## config.mk

```make
export PLATFORM = sky130hd
export DESIGN_NAME = one_bit_branch_target_predictor
export DESIGN_NICKNAME = d
export VERILOG_FILES = /design/src/obbtp_pkg.sv /design/src/obbtp_table.sv /design/src/one_bit_branch_target_predictor.sv
export SDC_FILE = /design/constraint.sdc
export NUM_CORES = 2
export LEC_CHECK = 0
export BUFFER_PORTS_ARGS = -buffer_cell sky130_fd_sc_hd__buf_2
export CORE_AREA = 2 2 308 310
export DETAILED_ROUTE_END_ITERATION = 6
export DIE_AREA = 0 0 310 312
export MAX_ROUTING_LAYER = met4
export PLACE_DENSITY = 0.78
export REMOVE_ABC_BUFFERS = 1
export SLEW_MARGIN = 10
export SYNTH_ARGS = -nofsm -noshare
export SYNTH_HDL_FRONTEND = slang
export SYNTH_HIERARCHICAL = 1
export SYNTH_SLANG_ARGS = --single-unit
```

## constraint.sdc

```tcl
create_clock -name clk_i -period 7.6 [get_ports clk_i]
set_input_delay 1.52 -clock clk_i [delete_from_list [all_inputs] [get_ports clk_i]]
set_output_delay 1.52 -clock clk_i [all_outputs]
set_load 0.02 [all_outputs]
```

## src/obbtp_pkg.sv

```systemverilog
// Shared types and constants for the one-bit branch target predictor.
// Used by obbtp_table and by the top level; depends on nothing else.
package obbtp_pkg;

  // Item kinds selected by the opcode field.
  typedef enum logic {
    OP_PREDICT = 1'b0,
    OP_RESOLVE = 1'b1
  } op_e;

  // Instruction size and the shift that turns a word offset into bytes.
  localparam logic [31:0] PC_STEP   = 32'd4;
  localparam int unsigned OFF_SHIFT = 2;

  // Value held by every tag and target after reset.
  localparam logic [31:0] ADDR_RESET = 32'hFFFF_FFFF;

  // One table entry as seen on the read port.
  typedef struct packed {
    logic [31:0] tag;
    logic [31:0] target;
    logic        pred;
  } tbl_entry_t;

  // Write request to the table; the index travels beside it.
  typedef struct packed {
    logic        tag_we;   // writes tag and target
    logic        pred_we;  // writes the prediction bit
    logic [31:0] tag;
    logic [31:0] target;
    logic        pred;
  } tbl_wr_t;

endpackage

```

## src/obbtp_table.sv

```systemverilog
// Branch table storage: tag, target and prediction-bit memories with one
// registered read port, one write port and a clearing pass after reset.
// Depends on obbtp_pkg.
module obbtp_table #(
  parameter int unsigned TABLE_ENTRIES = 16,
  parameter int unsigned IdxW          = $clog2(TABLE_ENTRIES)
) (
  input  logic                    clk_i,
  input  logic                    rst_ni,
  input  logic                    rd_en_i,
  input  logic [IdxW-1:0]         rd_idx_i,
  output obbtp_pkg::tbl_entry_t   rd_data_o,
  input  logic [IdxW-1:0]         wr_idx_i,
  input  obbtp_pkg::tbl_wr_t      wr_i,
  output logic                    ready_o
);
  import obbtp_pkg::*;

  logic [31:0] tag_mem  [TABLE_ENTRIES];
  logic [31:0] tgt_mem  [TABLE_ENTRIES];
  logic        pred_mem [TABLE_ENTRIES];

  logic            clr_q, clr_d;
  logic [IdxW-1:0] clr_cnt_q, clr_cnt_d;
  tbl_entry_t      rd_q;

  logic            tag_we, pred_we;
  logic [IdxW-1:0] widx;
  logic [31:0]     wtag, wtgt;
  logic            wpred;

  // Clearing pass: one entry per cycle from index zero up to the last one.
  always_comb begin
    clr_d     = clr_q;
    clr_cnt_d = clr_cnt_q;
    if (clr_q) begin
      clr_cnt_d = clr_cnt_q + 1'b1;
      if (clr_cnt_q == IdxW'(TABLE_ENTRIES - 1)) begin
        clr_d = 1'b0;
      end
    end
  end

  always_ff @(posedge clk_i or negedge rst_ni) begin
    if (!rst_ni) begin
      clr_q     <= 1'b1;
      clr_cnt_q <= '0;
    end else begin
      clr_q     <= clr_d;
      clr_cnt_q <= clr_cnt_d;
    end
  end

  // Write port: the clearing pass overrides normal updates.
  always_comb begin
    if (clr_q) begin
      tag_we  = 1'b1;
      pred_we = 1'b1;
      widx    = clr_cnt_q;
      wtag    = ADDR_RESET;
      wtgt    = ADDR_RESET;
      wpred   = 1'b0;
    end else begin
      tag_we  = wr_i.tag_we;
      pred_we = wr_i.pred_we;
      widx    = wr_idx_i;
      wtag    = wr_i.tag;
      wtgt    = wr_i.target;
      wpred   = wr_i.pred;
    end
  end

  // Memories: read-before-write, read data registered.
  always_ff @(posedge clk_i) begin
    if (tag_we) begin
      tag_mem[widx] <= wtag;
      tgt_mem[widx] <= wtgt;
    end
    if (pred_we) begin
      pred_mem[widx] <= wpred;
    end
    if (rd_en_i) begin
      rd_q.tag    <= tag_mem[rd_idx_i];
      rd_q.target <= tgt_mem[rd_idx_i];
      rd_q.pred   <= pred_mem[rd_idx_i];
    end
  end

  assign rd_data_o = rd_q;
  assign ready_o   = ~clr_q;

  // The pass ends exactly after the last entry has been written.
  assert property (@(posedge clk_i) disable iff (!rst_ni)
    $fell(clr_q) |-> $past(clr_cnt_q) == IdxW'(TABLE_ENTRIES - 1))
    else $error("clearing pass ended early");

  // No normal write is requested while the pass owns the port.
  assert property (@(posedge clk_i) disable iff (!rst_ni)
    clr_q |-> !(wr_i.tag_we || wr_i.pred_we))
    else $error("table write during clearing pass");

  // Reads are not issued before the table is valid.
  assert property (@(posedge clk_i) disable iff (!rst_ni)
    clr_q |-> !rd_en_i)
    else $error("table read during clearing pass");

endmodule

```

## src/one_bit_branch_target_predictor.sv

```systemverilog
// Top level of the one-bit branch target predictor: lookup, resolve and
// forwarding logic around the table. Depends on obbtp_pkg and obbtp_table.
//
// A word is taken when start_i is high and busy_o is low. The table is read
// at that edge, the entry is examined and written back in the next cycle, and
// valid_o is registered from the execute stage, so the result is shown for one
// cycle. A new word may be started every cycle while busy_o is low; when a word
// reads the entry the previous word is writing, the new value is forwarded
// around the memory. After reset busy_o stays high while the table is cleared
// one entry per cycle. Results cannot be held off and must be taken in the
// cycle they are shown. TABLE_ENTRIES must be a power of two.
module one_bit_branch_target_predictor #(
  parameter int unsigned TABLE_ENTRIES = 16
) (
  input  logic               clk_i,
  input  logic               rst_ni,
  input  logic               start_i,
  output logic               busy_o,
  input  logic               opcode_i,
  input  logic [31:0]        pc_i,
  input  logic               pc_write_i,
  input  logic [3:0]         entry_index_i,
  input  logic               was_found_i,
  input  logic               was_predicted_taken_i,
  input  logic               actually_taken_i,
  input  logic [31:0]        fall_through_in_i,
  input  logic signed [15:0] branch_offset_i,
  output logic               valid_o,
  output logic               hit_found_o,
  output logic               predict_taken_o,
  output logic [3:0]         index_out_o,
  output logic [31:0]        next_pc_o,
  output logic               pc_changes_o,
  output logic [31:0]        fall_through_out_o,
  output logic               mispredict_o,
  output logic               flush_front_o,
  output logic               correct_hit_o
);
  import obbtp_pkg::*;

  localparam int unsigned IdxW = $clog2(TABLE_ENTRIES);

  logic            accept;
  logic            tbl_ready;
  logic [IdxW-1:0] rd_idx;
  tbl_entry_t      rd_data;
  tbl_wr_t         wr;

  // Execute stage registers.
  logic               s1_valid_q;
  op_e                s1_op_q;
  logic [31:0]        s1_pc_q;
  logic               s1_pcw_q;
  logic [IdxW-1:0]    s1_idx_q;
  logic               s1_found_q;
  logic               s1_pred_q;
  logic               s1_act_q;
  logic [31:0]        s1_ft_q;
  logic signed [15:0] s1_off_q;

  // Forwarding of the entry written while the next word reads it.
  logic       fwd_q, fwd_d;
  tbl_entry_t fwd_ent_q, fwd_ent_d;
  tbl_entry_t ent;

  // Result word, next value.
  logic        hit_d, ptaken_d, pcchg_d, misp_d, corr_d;
  logic [3:0]  idxo_d;
  logic [31:0] npc_d, fto_d;

  logic [31:0] pc_plus4;
  logic [31:0] computed;
  logic        tag_match;
  logic        redirect;
  logic [31:0] dest;

  // Output registers.
  logic        valid_q;
  logic        hit_q, ptaken_q, pcchg_q, misp_q, corr_q;
  logic [3:0]  idxo_q;
  logic [31:0] npc_q, fto_q;

  assign busy_o = ~tbl_ready;
  assign accept = start_i & ~busy_o;

  // Read index: fetch PC bits for a lookup, recorded index for a resolve.
  assign rd_idx = (op_e'(opcode_i) == OP_PREDICT) ? pc_i[IdxW+1:2]
                                                 : IdxW'(entry_index_i);

  obbtp_table #(
    .TABLE_ENTRIES(TABLE_ENTRIES),
    .IdxW         (IdxW)
  ) u_table (
    .clk_i    (clk_i),
    .rst_ni   (rst_ni),
    .rd_en_i  (accept),
    .rd_idx_i (rd_idx),
    .rd_data_o(rd_data),
    .wr_idx_i (s1_idx_q),
    .wr_i     (wr),
    .ready_o  (tbl_ready)
  );

  // Capture the accepted word.
  always_ff @(posedge clk_i or negedge rst_ni) begin
    if (!rst_ni) begin
      s1_valid_q <= 1'b0;
      fwd_q      <= 1'b0;
    end else begin
      s1_valid_q <= accept;
      fwd_q      <= fwd_d;
    end
  end

  always_ff @(posedge clk_i) begin
    if (accept) begin
      s1_op_q    <= op_e'(opcode_i);
      s1_pc_q    <= pc_i;
      s1_pcw_q   <= pc_write_i;
      s1_idx_q   <= rd_idx;
      s1_found_q <= was_found_i;
      s1_pred_q  <= was_predicted_taken_i;
      s1_act_q   <= actually_taken_i;
      s1_ft_q    <= fall_through_in_i;
      s1_off_q   <= branch_offset_i;
    end
    fwd_ent_q <= fwd_ent_d;
  end

  // Entry seen by the execute stage.
  assign ent = fwd_q ? fwd_ent_q : rd_data;

  assign pc_plus4  = s1_pc_q + PC_STEP;
  assign computed  = s1_ft_q + {{(32 - 16 - OFF_SHIFT){s1_off_q[15]}}, s1_off_q,
                                {OFF_SHIFT{1'b0}}};
  assign tag_match = (s1_pc_q == ent.tag);

  // Execute: build the result word and the table update.
  always_comb begin
    hit_d    = 1'b0;
    ptaken_d = 1'b0;
    idxo_d   = '0;
    npc_d    = s1_pc_q;
    pcchg_d  = 1'b0;
    fto_d    = '0;
    misp_d   = 1'b0;
    corr_d   = 1'b0;
    redirect = 1'b0;
    dest     = s1_pc_q;
    wr       = '0;
    case (s1_op_q)
      OP_PREDICT: begin
        hit_d    = tag_match;
        ptaken_d = tag_match & ent.pred;
        idxo_d   = 4'(s1_idx_q);
        fto_d    = pc_plus4;
        if (s1_pcw_q) begin
          npc_d   = (tag_match & ent.pred) ? ent.target : pc_plus4;
          pcchg_d = 1'b1;
        end
      end
      OP_RESOLVE: begin
        if (s1_found_q) begin
          wr.pred_we = s1_valid_q;
          wr.pred    = s1_act_q;
          if (s1_pred_q == s1_act_q) begin
            corr_d = 1'b1;
          end else begin
            redirect = 1'b1;
            dest     = s1_act_q ? ent.target : s1_ft_q;
          end
        end else if (s1_act_q) begin
          // A taken branch that missed the table takes over its entry.
          wr.tag_we  = s1_valid_q;
          wr.pred_we = s1_valid_q;
          wr.tag     = s1_ft_q - PC_STEP;
          wr.target  = computed;
          wr.pred    = 1'b1;
          redirect   = 1'b1;
          dest       = computed;
        end
        misp_d = redirect;
        if (redirect && s1_pcw_q) begin
          npc_d   = dest;
          pcchg_d = 1'b1;
        end
      end
      default: begin
        npc_d = s1_pc_q;
      end
    endcase
  end

  // Forward when the incoming word reads the entry being written now.
  always_comb begin
    fwd_d     = accept && (wr.tag_we || wr.pred_we) && (rd_idx == s1_idx_q);
    fwd_ent_d = ent;
    if (wr.tag_we) begin
      fwd_ent_d.tag    = wr.tag;
      fwd_ent_d.target = wr.target;
    end
    if (wr.pred_we) begin
      fwd_ent_d.pred = wr.pred;
    end
  end

  // Output registers: each result is shown for one cycle.
  always_ff @(posedge clk_i or negedge rst_ni) begin
    if (!rst_ni) begin
      valid_q <= 1'b0;
    end else begin
      valid_q <= s1_valid_q;
    end
  end

  always_ff @(posedge clk_i) begin
    if (s1_valid_q) begin
      hit_q    <= hit_d;
      ptaken_q <= ptaken_d;
      idxo_q   <= idxo_d;
      npc_q    <= npc_d;
      pcchg_q  <= pcchg_d;
      fto_q    <= fto_d;
      misp_q   <= misp_d;
      corr_q   <= corr_d;
    end
  end

  assign valid_o            = valid_q;
  assign hit_found_o        = hit_q;
  assign predict_taken_o    = ptaken_q;
  assign index_out_o        = idxo_q;
  assign next_pc_o          = npc_q;
  assign pc_changes_o       = pcchg_q;
  assign fall_through_out_o = fto_q;
  assign mispredict_o       = misp_q;
  assign flush_front_o      = misp_q;
  assign correct_hit_o      = corr_q;

  // A result strobe always stems from an accepted word.
  assert property (@(posedge clk_i) disable iff (!rst_ni)
    valid_o |-> $past(start_i && !busy_o, 2))
    else $error("result without an accepted word");

  // Forwarded data only comes from a word that was in execute.
  assert property (@(posedge clk_i) disable iff (!rst_ni)
    fwd_q |-> $past(s1_valid_q))
    else $error("forwarding without a writer");

  // A resolve is either correct or a redirect, never both.
  assert property (@(posedge clk_i) disable iff (!rst_ni)
    valid_o |-> !(mispredict_o && correct_hit_o))
    else $error("mispredict and correct hit together");

  // The PC is only written when the accepted word allowed it.
  assert property (@(posedge clk_i) disable iff (!rst_ni)
    (valid_o && pc_changes_o) |-> $past(pc_write_i, 2))
    else $error("PC change without pc_write");

endmodule
```

* After elaboration in Yosys (flattened, before gate mapping)
Memory sizes are Yosys's and may differ from the RTL's. A register that Yosys moved wholly into a read port is not among the register bits.
Cells that the tools add are included.
** Word-level totals
- Latch bits :: 0
- ROM bits :: 0
- Input bits :: 92
- Output and inout bits :: 76
- Register bits :: 235
- Word-level logic and storage cells :: 83
- Memories :: 3
- Bits in writable memories :: 1040
** Memory list
- u_table.tag_mem :: words 16, bits a word 32, read ports 1, clocked after Yosys merged registers in 1, wr ports 1, line obbtp_table.sv:19 : logic [31:0] tag_mem [TABLE_ENTRIES];
- u_table.tgt_mem :: words 16, bits a word 32, read ports 1, clocked after Yosys merged registers in 1, wr ports 1, line obbtp_table.sv:20 : logic [31:0] tgt_mem [TABLE_ENTRIES];
- u_table.pred_mem :: words 16, bits a word 1, read ports 1, clocked after Yosys merged registers in 1, wr ports 1, line obbtp_table.sv:21 : logic pred_mem [TABLE_ENTRIES];
** Cells by class
- Muxes and demuxes :: 38
- Equal/unequal tests :: 4
- Reduce and logical (&&, ||, !) cells :: 5
- Shifts and indexed selects :: 0
- $lt $le $gt $ge :: 0
- Divide/modulo/power cells :: 0
- Bitwise operators :: 4
- Multiply operators :: 0
- Add/sub/neg operators :: 4
** Operator list (count)
- 32-bit two-way mux :: 9
- 67-bit two-way mux :: 2
- 64-bit two-way mux :: 2
- 65-bit two-way mux :: 1
- 32-bit one-hot mux with 2 select lines :: 1
- 32-bit by 3-bit adder with 32-bit output (second input constant) :: 1
- 32-bit adder :: 1
- 32-bit equality test :: 1
- 32-bit by 3-bit subtractor with 32-bit output (second input constant) :: 1
- 1-bit two-way mux :: 20
- 4-bit two-way mux :: 2
- 4-bit by 1-bit adder with 4-bit output (second input constant) :: 1
- 4-bit equality test :: 1
- 4-bit equality test (second input constant) :: 1
- 1-bit logical AND :: 3
- 1-bit AND :: 2
- 1-bit NOT :: 2
- 1-bit one-hot mux with 2 select lines :: 1
- 2-bit AND reduction :: 1
- 1-bit equality test :: 1
- 1-bit logical OR :: 1

* Longest topological paths before layout
- Depth in word-level cells :: 7
- Gate-level depth with buffers :: 14
- Depth with buffers taken out :: 11

* By module
Netlist, hierarchy kept.
** By module, submodules not included
- obbtp_table :: cells an instance 1796, area an instance 41695.0 µm², times used 1, seq. area each 33308.2 µm²
- one_bit_branch_target_predictor :: cells an instance 1225, area an instance 12857.3 µm², times used 1, seq. area each 6241.0 µm²

* Worst setup path after synthesis
Ideal clock, no wire load.
- Path kind :: reg2reg
- Start :: register s1_valid_q
- End :: memory u_table.tag_mem[4][0], enable pin
- Stages on the path, launching flop included :: 8
- Setup time :: 0.486 ns
- Path slack :: 1.464 ns
- Arrival :: 5.650 ns
- Data required time :: 7.114 ns
- Buffers on the path :: 2
- Period minus slack after synthesis :: 6.136 ns
- Cells stage by stage :: dfrtp_1 nand3_1 clkbuf_1 inv_1 clkbuf_1 nor2b_1 a21oi_1 nor2_1
** RTL lines
- start: declaration :: line one_bit_branch_target_predictor.sv:50 : logic s1_valid_q;
- start signal: assignment :: line one_bit_branch_target_predictor.sv:110 : s1_valid_q <= accept;
- end: declaration :: line obbtp_table.sv:19

* Worst setup path after layout
- Start :: register fwd_q
- End :: register npc_q[30], in the netlist next_pc_o[30], data pin
** Between the ends
- Cells in the longest elaborated chain, start to end :: 6
- Elaborated cells between the ends (all ways) :: 10
- Classes of those cells :: eq/ne: 1; mux: 8; bitwise: 1
** RTL lines
- start: declaration :: line one_bit_branch_target_predictor.sv:62 : logic fwd_q, fwd_d;
- start signal: assignment :: line one_bit_branch_target_predictor.sv:111 : fwd_q <= fwd_d;
- 65-bit two-way mux * :: line one_bit_branch_target_predictor.sv:131 : assign ent = fwd_q ? fwd_ent_q : rd_data;
- 32-bit equality test / 32-bit two-way mux (equally long branches) :: line one_bit_branch_target_predictor.sv:136, one_bit_branch_target_predictor.sv:170
- 1-bit AND / 32-bit two-way mux (equally long branches) :: line one_bit_branch_target_predictor.sv:158, one_bit_branch_target_predictor.sv:166
- 32-bit two-way mux (on tied branches) :: line one_bit_branch_target_predictor.sv:158, one_bit_branch_target_predictor.sv:163
- 32-bit two-way mux (on tied branches) :: line one_bit_branch_target_predictor.sv:157, one_bit_branch_target_predictor.sv:183
- 32-bit one-hot mux with 2 select lines * :: line one_bit_branch_target_predictor.sv:151 : case (s1_op_q)
- named net npc_d[30] :: line one_bit_branch_target_predictor.sv:69 : logic [31:0] npc_d, fto_d;
- end signal: assignment :: line one_bit_branch_target_predictor.sv:221 : npc_q <= npc_d;
- end: declaration :: line one_bit_branch_target_predictor.sv:81 : logic [31:0] npc_q, fto_q;
Mark *: on every way through the listed nets, which the timed path passes. The rest lies on a longest branch.
A chain may end at the register's enable or synchronous reset.

==> impl_metrics.prom <==
# TYPE chip_impl_metric gauge
chip_impl_metric{name="async_reset_ff_frac",unit=""} 0.00597
chip_impl_metric{name="dp_worst_setup_slack",unit="ns"} 2.59
chip_impl_metric{name="timing.final.crit_share",unit=""} 0.692
chip_impl_metric{name="wirelength",unit="um"} 151000
chip_impl_metric{name="hpwl_after_detailed_placement",unit="um"} 86700
chip_impl_metric{name="synth.cell_area",unit="um^2"} 54600
chip_impl_info{name="clock_tree.root_cell",value="sky130_fd_sc_hd__clkbuf_16"} 1
chip_impl_metric{name="post-route-min-period",unit="ns"} 5.26
chip_impl_metric{name="drtPass1Iterations",unit=""} 6
chip_impl_metric{name="vdd_ir_drop_max",unit="uV"} 214
chip_impl_metric{name="floorplan.initialDensity",unit=""} 0.586
chip_impl_metric{name="reg2reg_setup_slack",unit="ns"} 2.34
chip_impl_metric{name="syn_avg_cell_area",unit="um^2"} 18.1
chip_impl_metric{name="yosys_register_bits",unit=""} 1340
chip_impl_metric{name="synth_warnings",unit=""} 6
chip_impl_metric{name="dp_cells",unit=""} 4339
chip_impl_metric{name="share_comb_of_total_power",unit=""} 0.065
chip_impl_metric{name="worst_ep_arrival_time",unit="ns"} 5.77
chip_impl_metric{name="reg2reg_depth",unit=""} 9
chip_impl_metric{name="vias_in_the_first_global_route",unit=""} 30700
chip_impl_metric{name="core_area",unit="um^2"} 93000
chip_impl_info{name="critPathCaptureType",value="register"} 1
chip_impl_metric{name="buf_inv_on_cp",unit=""} 1
chip_impl_metric{name="final-instance-count-excl-fill",unit=""} 4582
chip_impl_metric{name="cts.repair.resized",unit=""} 0
chip_impl_metric{name="synth_sequential_area_ratio",unit=""} 0.725
chip_impl_info{name="most_common_cell_in_the_netlist",value="sky130_fd_sc_hd__edfxtp_1"} 1
chip_impl_info{name="worst_r2r_start",value="fwd_q"} 1
chip_impl_metric{name="seq_power_share",unit=""} 0.528
chip_impl_info{name="hp-start",value="fwd_ent_q[52]"} 1
chip_impl_metric{name="crit_path_max_incr_delay",unit="ns"} 0.98
chip_impl_metric{name="design.final.nets",unit=""} 3347
chip_impl_metric{name="total_switching_power",unit="mW"} 3.54
chip_impl_metric{name="floorplan.die.width",unit="um"} 310
chip_impl_metric{name="power.density_cell_area",unit="nW/um^2"} 257
chip_impl_metric{name="synth_enable_flop_cells",unit=""} 1267
chip_impl_info{name="top_cell_family_by_delay_on_the_critical_path",value="simple AND/OR/NAND/NOR gates"} 1
chip_impl_info{name="netlist_top_cells_area",value="sky130_fd_sc_hd__edfxtp_1 (70%), sky130_fd_sc_hd__mux4_2 (11%), sky130_fd_sc_hd__dfxtp_1 (2.4%), sky130_fd_sc_hd__a22oi_1 (1.9%), sky130_fd_sc_hd__mux2i_1 (1.8%)"} 1
chip_impl_metric{name="relative_max_transition_margin",unit=""} 0.145
chip_impl_metric{name="share_of_layout_cells_above_drive_strength_1",unit=""} 0.226
chip_impl_metric{name="holdPathStages",unit=""} 2
chip_impl_metric{name="ctsHtreeMaxLevel",unit=""} 4
chip_impl_metric{name="post_cts_setup_buffer_count",unit=""} 0
chip_impl_metric{name="gr_ovfl_total",unit=""} 0
chip_impl_metric{name="numCtsBuffers",unit=""} 133
chip_impl_metric{name="fp.dieH",unit="um"} 312
chip_impl_metric{name="grt_start_max_net_pins",unit=""} 145
chip_impl_metric{name="worst_clock_skew",unit="ns"} 0.0259
chip_impl_metric{name="power.switching_fraction",unit=""} 0.225
chip_impl_metric{name="rows",unit=""} 112
chip_impl_info{name="hold_path_end",value="fwd_ent_q[52]"} 1
chip_impl_metric{name="maxClockFrequency",unit="MHz"} 190
chip_impl_metric{name="floorplan.die_area",unit="um^2"} 96700
chip_impl_metric{name="power.leakage",unit="nW"} 22.8
chip_impl_info{name="setup.worst_path.class",value="reg -> reg"} 1
chip_impl_metric{name="average_vias_per_placed_instance",unit=""} 6.84
chip_impl_info{name="synthTopCellsByCount",value="sky130_fd_sc_hd__edfxtp_1 (1267), sky130_fd_sc_hd__mux4_2 (260), sky130_fd_sc_hd__nor2_1 (219)"} 1
chip_impl_metric{name="power_frac_clock",unit=""} 0.407
chip_impl_metric{name="cts_hold_buffers",unit=""} 0
chip_impl_metric{name="hold_viol",unit=""} 0
chip_impl_metric{name="place.gp.congestion",unit=""} 1.01
chip_impl_metric{name="groute.usage.overall",unit=""} 0.323
chip_impl_metric{name="area_growth_syn_to_layout",unit="%"} 11.9
chip_impl_metric{name="initial_antenna_violation_count",unit=""} 6
chip_impl_metric{name="clk_pin_slew_worst_paths",unit="ns"} 0.06
chip_impl_metric{name="route.detailed.drc",unit=""} 0
chip_impl_metric{name="first_iter_violations",unit=""} 5219
chip_impl_metric{name="grt_pass1_wl",unit="um"} 213000
chip_impl_metric{name="setup_viol",unit=""} 0
chip_impl_metric{name="worst_slack",unit="ns"} 2.34
chip_impl_metric{name="crit_fanout",unit=""} 45
chip_impl_metric{name="maximum_buffer_depth_of_the_clock_tree",unit=""} 3
chip_impl_info{name="holdCritPathClass",value="reg -> reg"} 1
chip_impl_metric{name="holdWs",unit="ns"} 0.576
chip_impl_metric{name="synth_cell_type_count",unit=""} 75
chip_impl_metric{name="buffer_ports.inserted",unit=""} 167
chip_impl_metric{name="drt_wl_cell",unit="um"} 32.9
chip_impl_info{name="grt_setup_unrepaired",value="false"} 1
chip_impl_info{name="timing.rr.end",value="next_pc_o[30]"} 1
chip_impl_metric{name="clock-sinks",unit=""} 1340
chip_impl_metric{name="timing_max_transition_violations_final",unit=""} 0
chip_impl_info{name="cp_cell_sequence",value="buf_4 > mux2i_2 > xnor2_1 > nor4_1 > nand4_1 > or3_2 > nor2_4 > a2111oi_0 > a2111oi_1"} 1
chip_impl_info{name="post-synth-top-area-cell",value="sky130_fd_sc_hd__edfxtp_1"} 1
chip_impl_info{name="synthFlopType",value="sky130_fd_sc_hd__edfxtp_1"} 1
chip_impl_metric{name="required",unit="ns"} 8.11
chip_impl_metric{name="max_cap_viol_count",unit=""} 0
chip_impl_metric{name="design.portCount",unit=""} 168
chip_impl_metric{name="synth_cells",unit=""} 3021
chip_impl_metric{name="worstMarginPinSlew",unit="ns"} 1.28
chip_impl_metric{name="routed-via-count",unit=""} 31400
chip_impl_info{name="crit_path_top_delay_cell",value="sky130_fd_sc_hd__dfrtp_4"} 1
chip_impl_metric{name="synth_top_cell_area_share",unit=""} 0.697
chip_impl_metric{name="intPower",unit="mW"} 12.2
chip_impl_info{name="outcome",value="complete, no violations"} 1
chip_impl_info{name="crit_path_start_kind",value="register"} 1
chip_impl_info{name="cts_tree",value="done"} 1
chip_impl_metric{name="drtAntennaViolNets",unit=""} 0
chip_impl_metric{name="clk-insertion-delay-late",unit="ns"} 0.75
power groups by stage:
| stage | combinational [mW] | sequential (mW) | clock [mW] |
|---|---|---|---|
| 6_report | 1.02 | 8.29 | 6.39 |
| 2_1_floorplan | 0.648 | 8.42 | 0 |
| 4_1_cts | 0.996 | 8.28 | 6.42 |
| 5_1_grt | 1.07 | 8.29 | 6.69 |
| 3_5_place_dp | 0.991 | 8.44 | 0 |
| 3_3_place_gp | 0.968 | 8.44 | 0 |
flip-flops by register name (all words and copies together), names as in the netlist, 4 cells and up:
name                count
u_table/clr_cnt_q       4
s1_idx_q                4
s1_off_q               16
s1_pc_q                32
fwd_ent_q              65
u_table/pred_mem       16
next_pc_o              32
u_table/tgt_mem       512
index_out_o             4
s1_ft_q                32
fall_through_out_o     32
u_table/rd_data_o      65
u_table/tag_mem       512
worst reg2reg max path, stage by stage (launching register included):
cell	delay (ns)
sky130_fd_sc_hd__dfrtp_4	0.98
sky130_fd_sc_hd__buf_4	0.63
sky130_fd_sc_hd__mux2i_2	0.33
sky130_fd_sc_hd__xnor2_1	0.09
sky130_fd_sc_hd__nor4_1	0.79
sky130_fd_sc_hd__nand4_1	0.29
sky130_fd_sc_hd__or3_2	0.94
sky130_fd_sc_hd__nor2_4	0.36
sky130_fd_sc_hd__a2111oi_0	0.14
sky130_fd_sc_hd__a2111oi_1	0.49
routing by layer:
layer,global-route usage,part of all wire,vias up
li1,-,-,12500
met1,0.440,0.36,15900
met2,0.468,0.46,2565
met3,0.0981,0.15,340
met4,0.113,0.035,0
met5,-,0,-
cells by family (layout without fill, tap and decap cells):
logic type | count (synthesis) | after routing | share of synthesized area
other | 0 | 1 | 0
flip-flops | 1340 | 1340 | 0.725
buffers and inverters | 181 | 487 | 0.0169
XOR/XNOR | 118 | 118 | 0.0189
AO/OA/AOI/OAI | 377 | 377 | 0.0478
AND/OR/NAND/NOR | 574 | 574 | 0.0494
adder cells (fa/ha/maj) | 33 | 33 | 0.00771
multiplexers | 398 | 398 | 0.134
how the worst max path moves through the flow:
stage	from	to	slack [ns]	cells past startpoint
global placement	fwd_q	next_pc_o[30]	2.72	9
finish	fwd_q	next_pc_o[30]	2.34	9
floorplan	s1_valid_q	u_table/tag_mem[6][0]	-1.46	5
global route	fwd_q	next_pc_o[30]	2.26	9
detailed placement	fwd_q	next_pc_o[30]	2.59	9
CTS	fwd_q	next_pc_o[30]	2.56	9
cells in the final DEF, fill, tap and decap left out, drive strengths merged, types with 4 or more instances in the layout:
master    netlist  layout
and2            7       7
nor2b          25      25
bufinv          0       6
nand2b         13      13
clkbuf         89     177
mux2           33      33
or3             4       4
clkinvlp        0       5
or2            66      66
buf            72     227
and3           19      19
a221oi         18      18
nor4           17      17
a21oi          62      62
dfxtp          65      65
nand4           8       8
o22ai          32      32
inv            19      24
a22oi         136     136
nand3          24      24
o221ai          4       4
xnor2          81      81
a21o           22      22
nor2          220     220
nand2         136     136
o21ai          44      44
mux2i         105     105
and4            4       4
edfxtp       1267    1267
a211oi          6       6
ha             32      32
o21a            4       4
mux4          260     260
dfrtp           7       7
nor3           20      20
a31oi          15      15
clkinv          1      48
xor2           37      37
a2111oi         4       4
final cells by class:
type,instances,area (um^2)
flip-flops and latches,1340,39600
fillers,5966,32000
multi-input cells,1500,14300
clock buffers,177,3690
well taps,1254,1570
repair buffers,227,1360
clock inverters,63,532
inverters,20,75.1
diodes,1,2.50
through the flow:
stage          utilization   TNS, ns  total power, mW  cell area (um^2)
2_1_floorplan            -  -1532.00             9.06             53700
3_3_place_gp         0.610         0             9.40             56800
3_5_place_dp         0.610         0             9.43             56800
4_1_cts              0.656         0             15.7             61000
5_1_grt              0.656         0             16.0             61100
6_report             0.656         0             15.7             61100
Power figures use the tool's default switching activity.
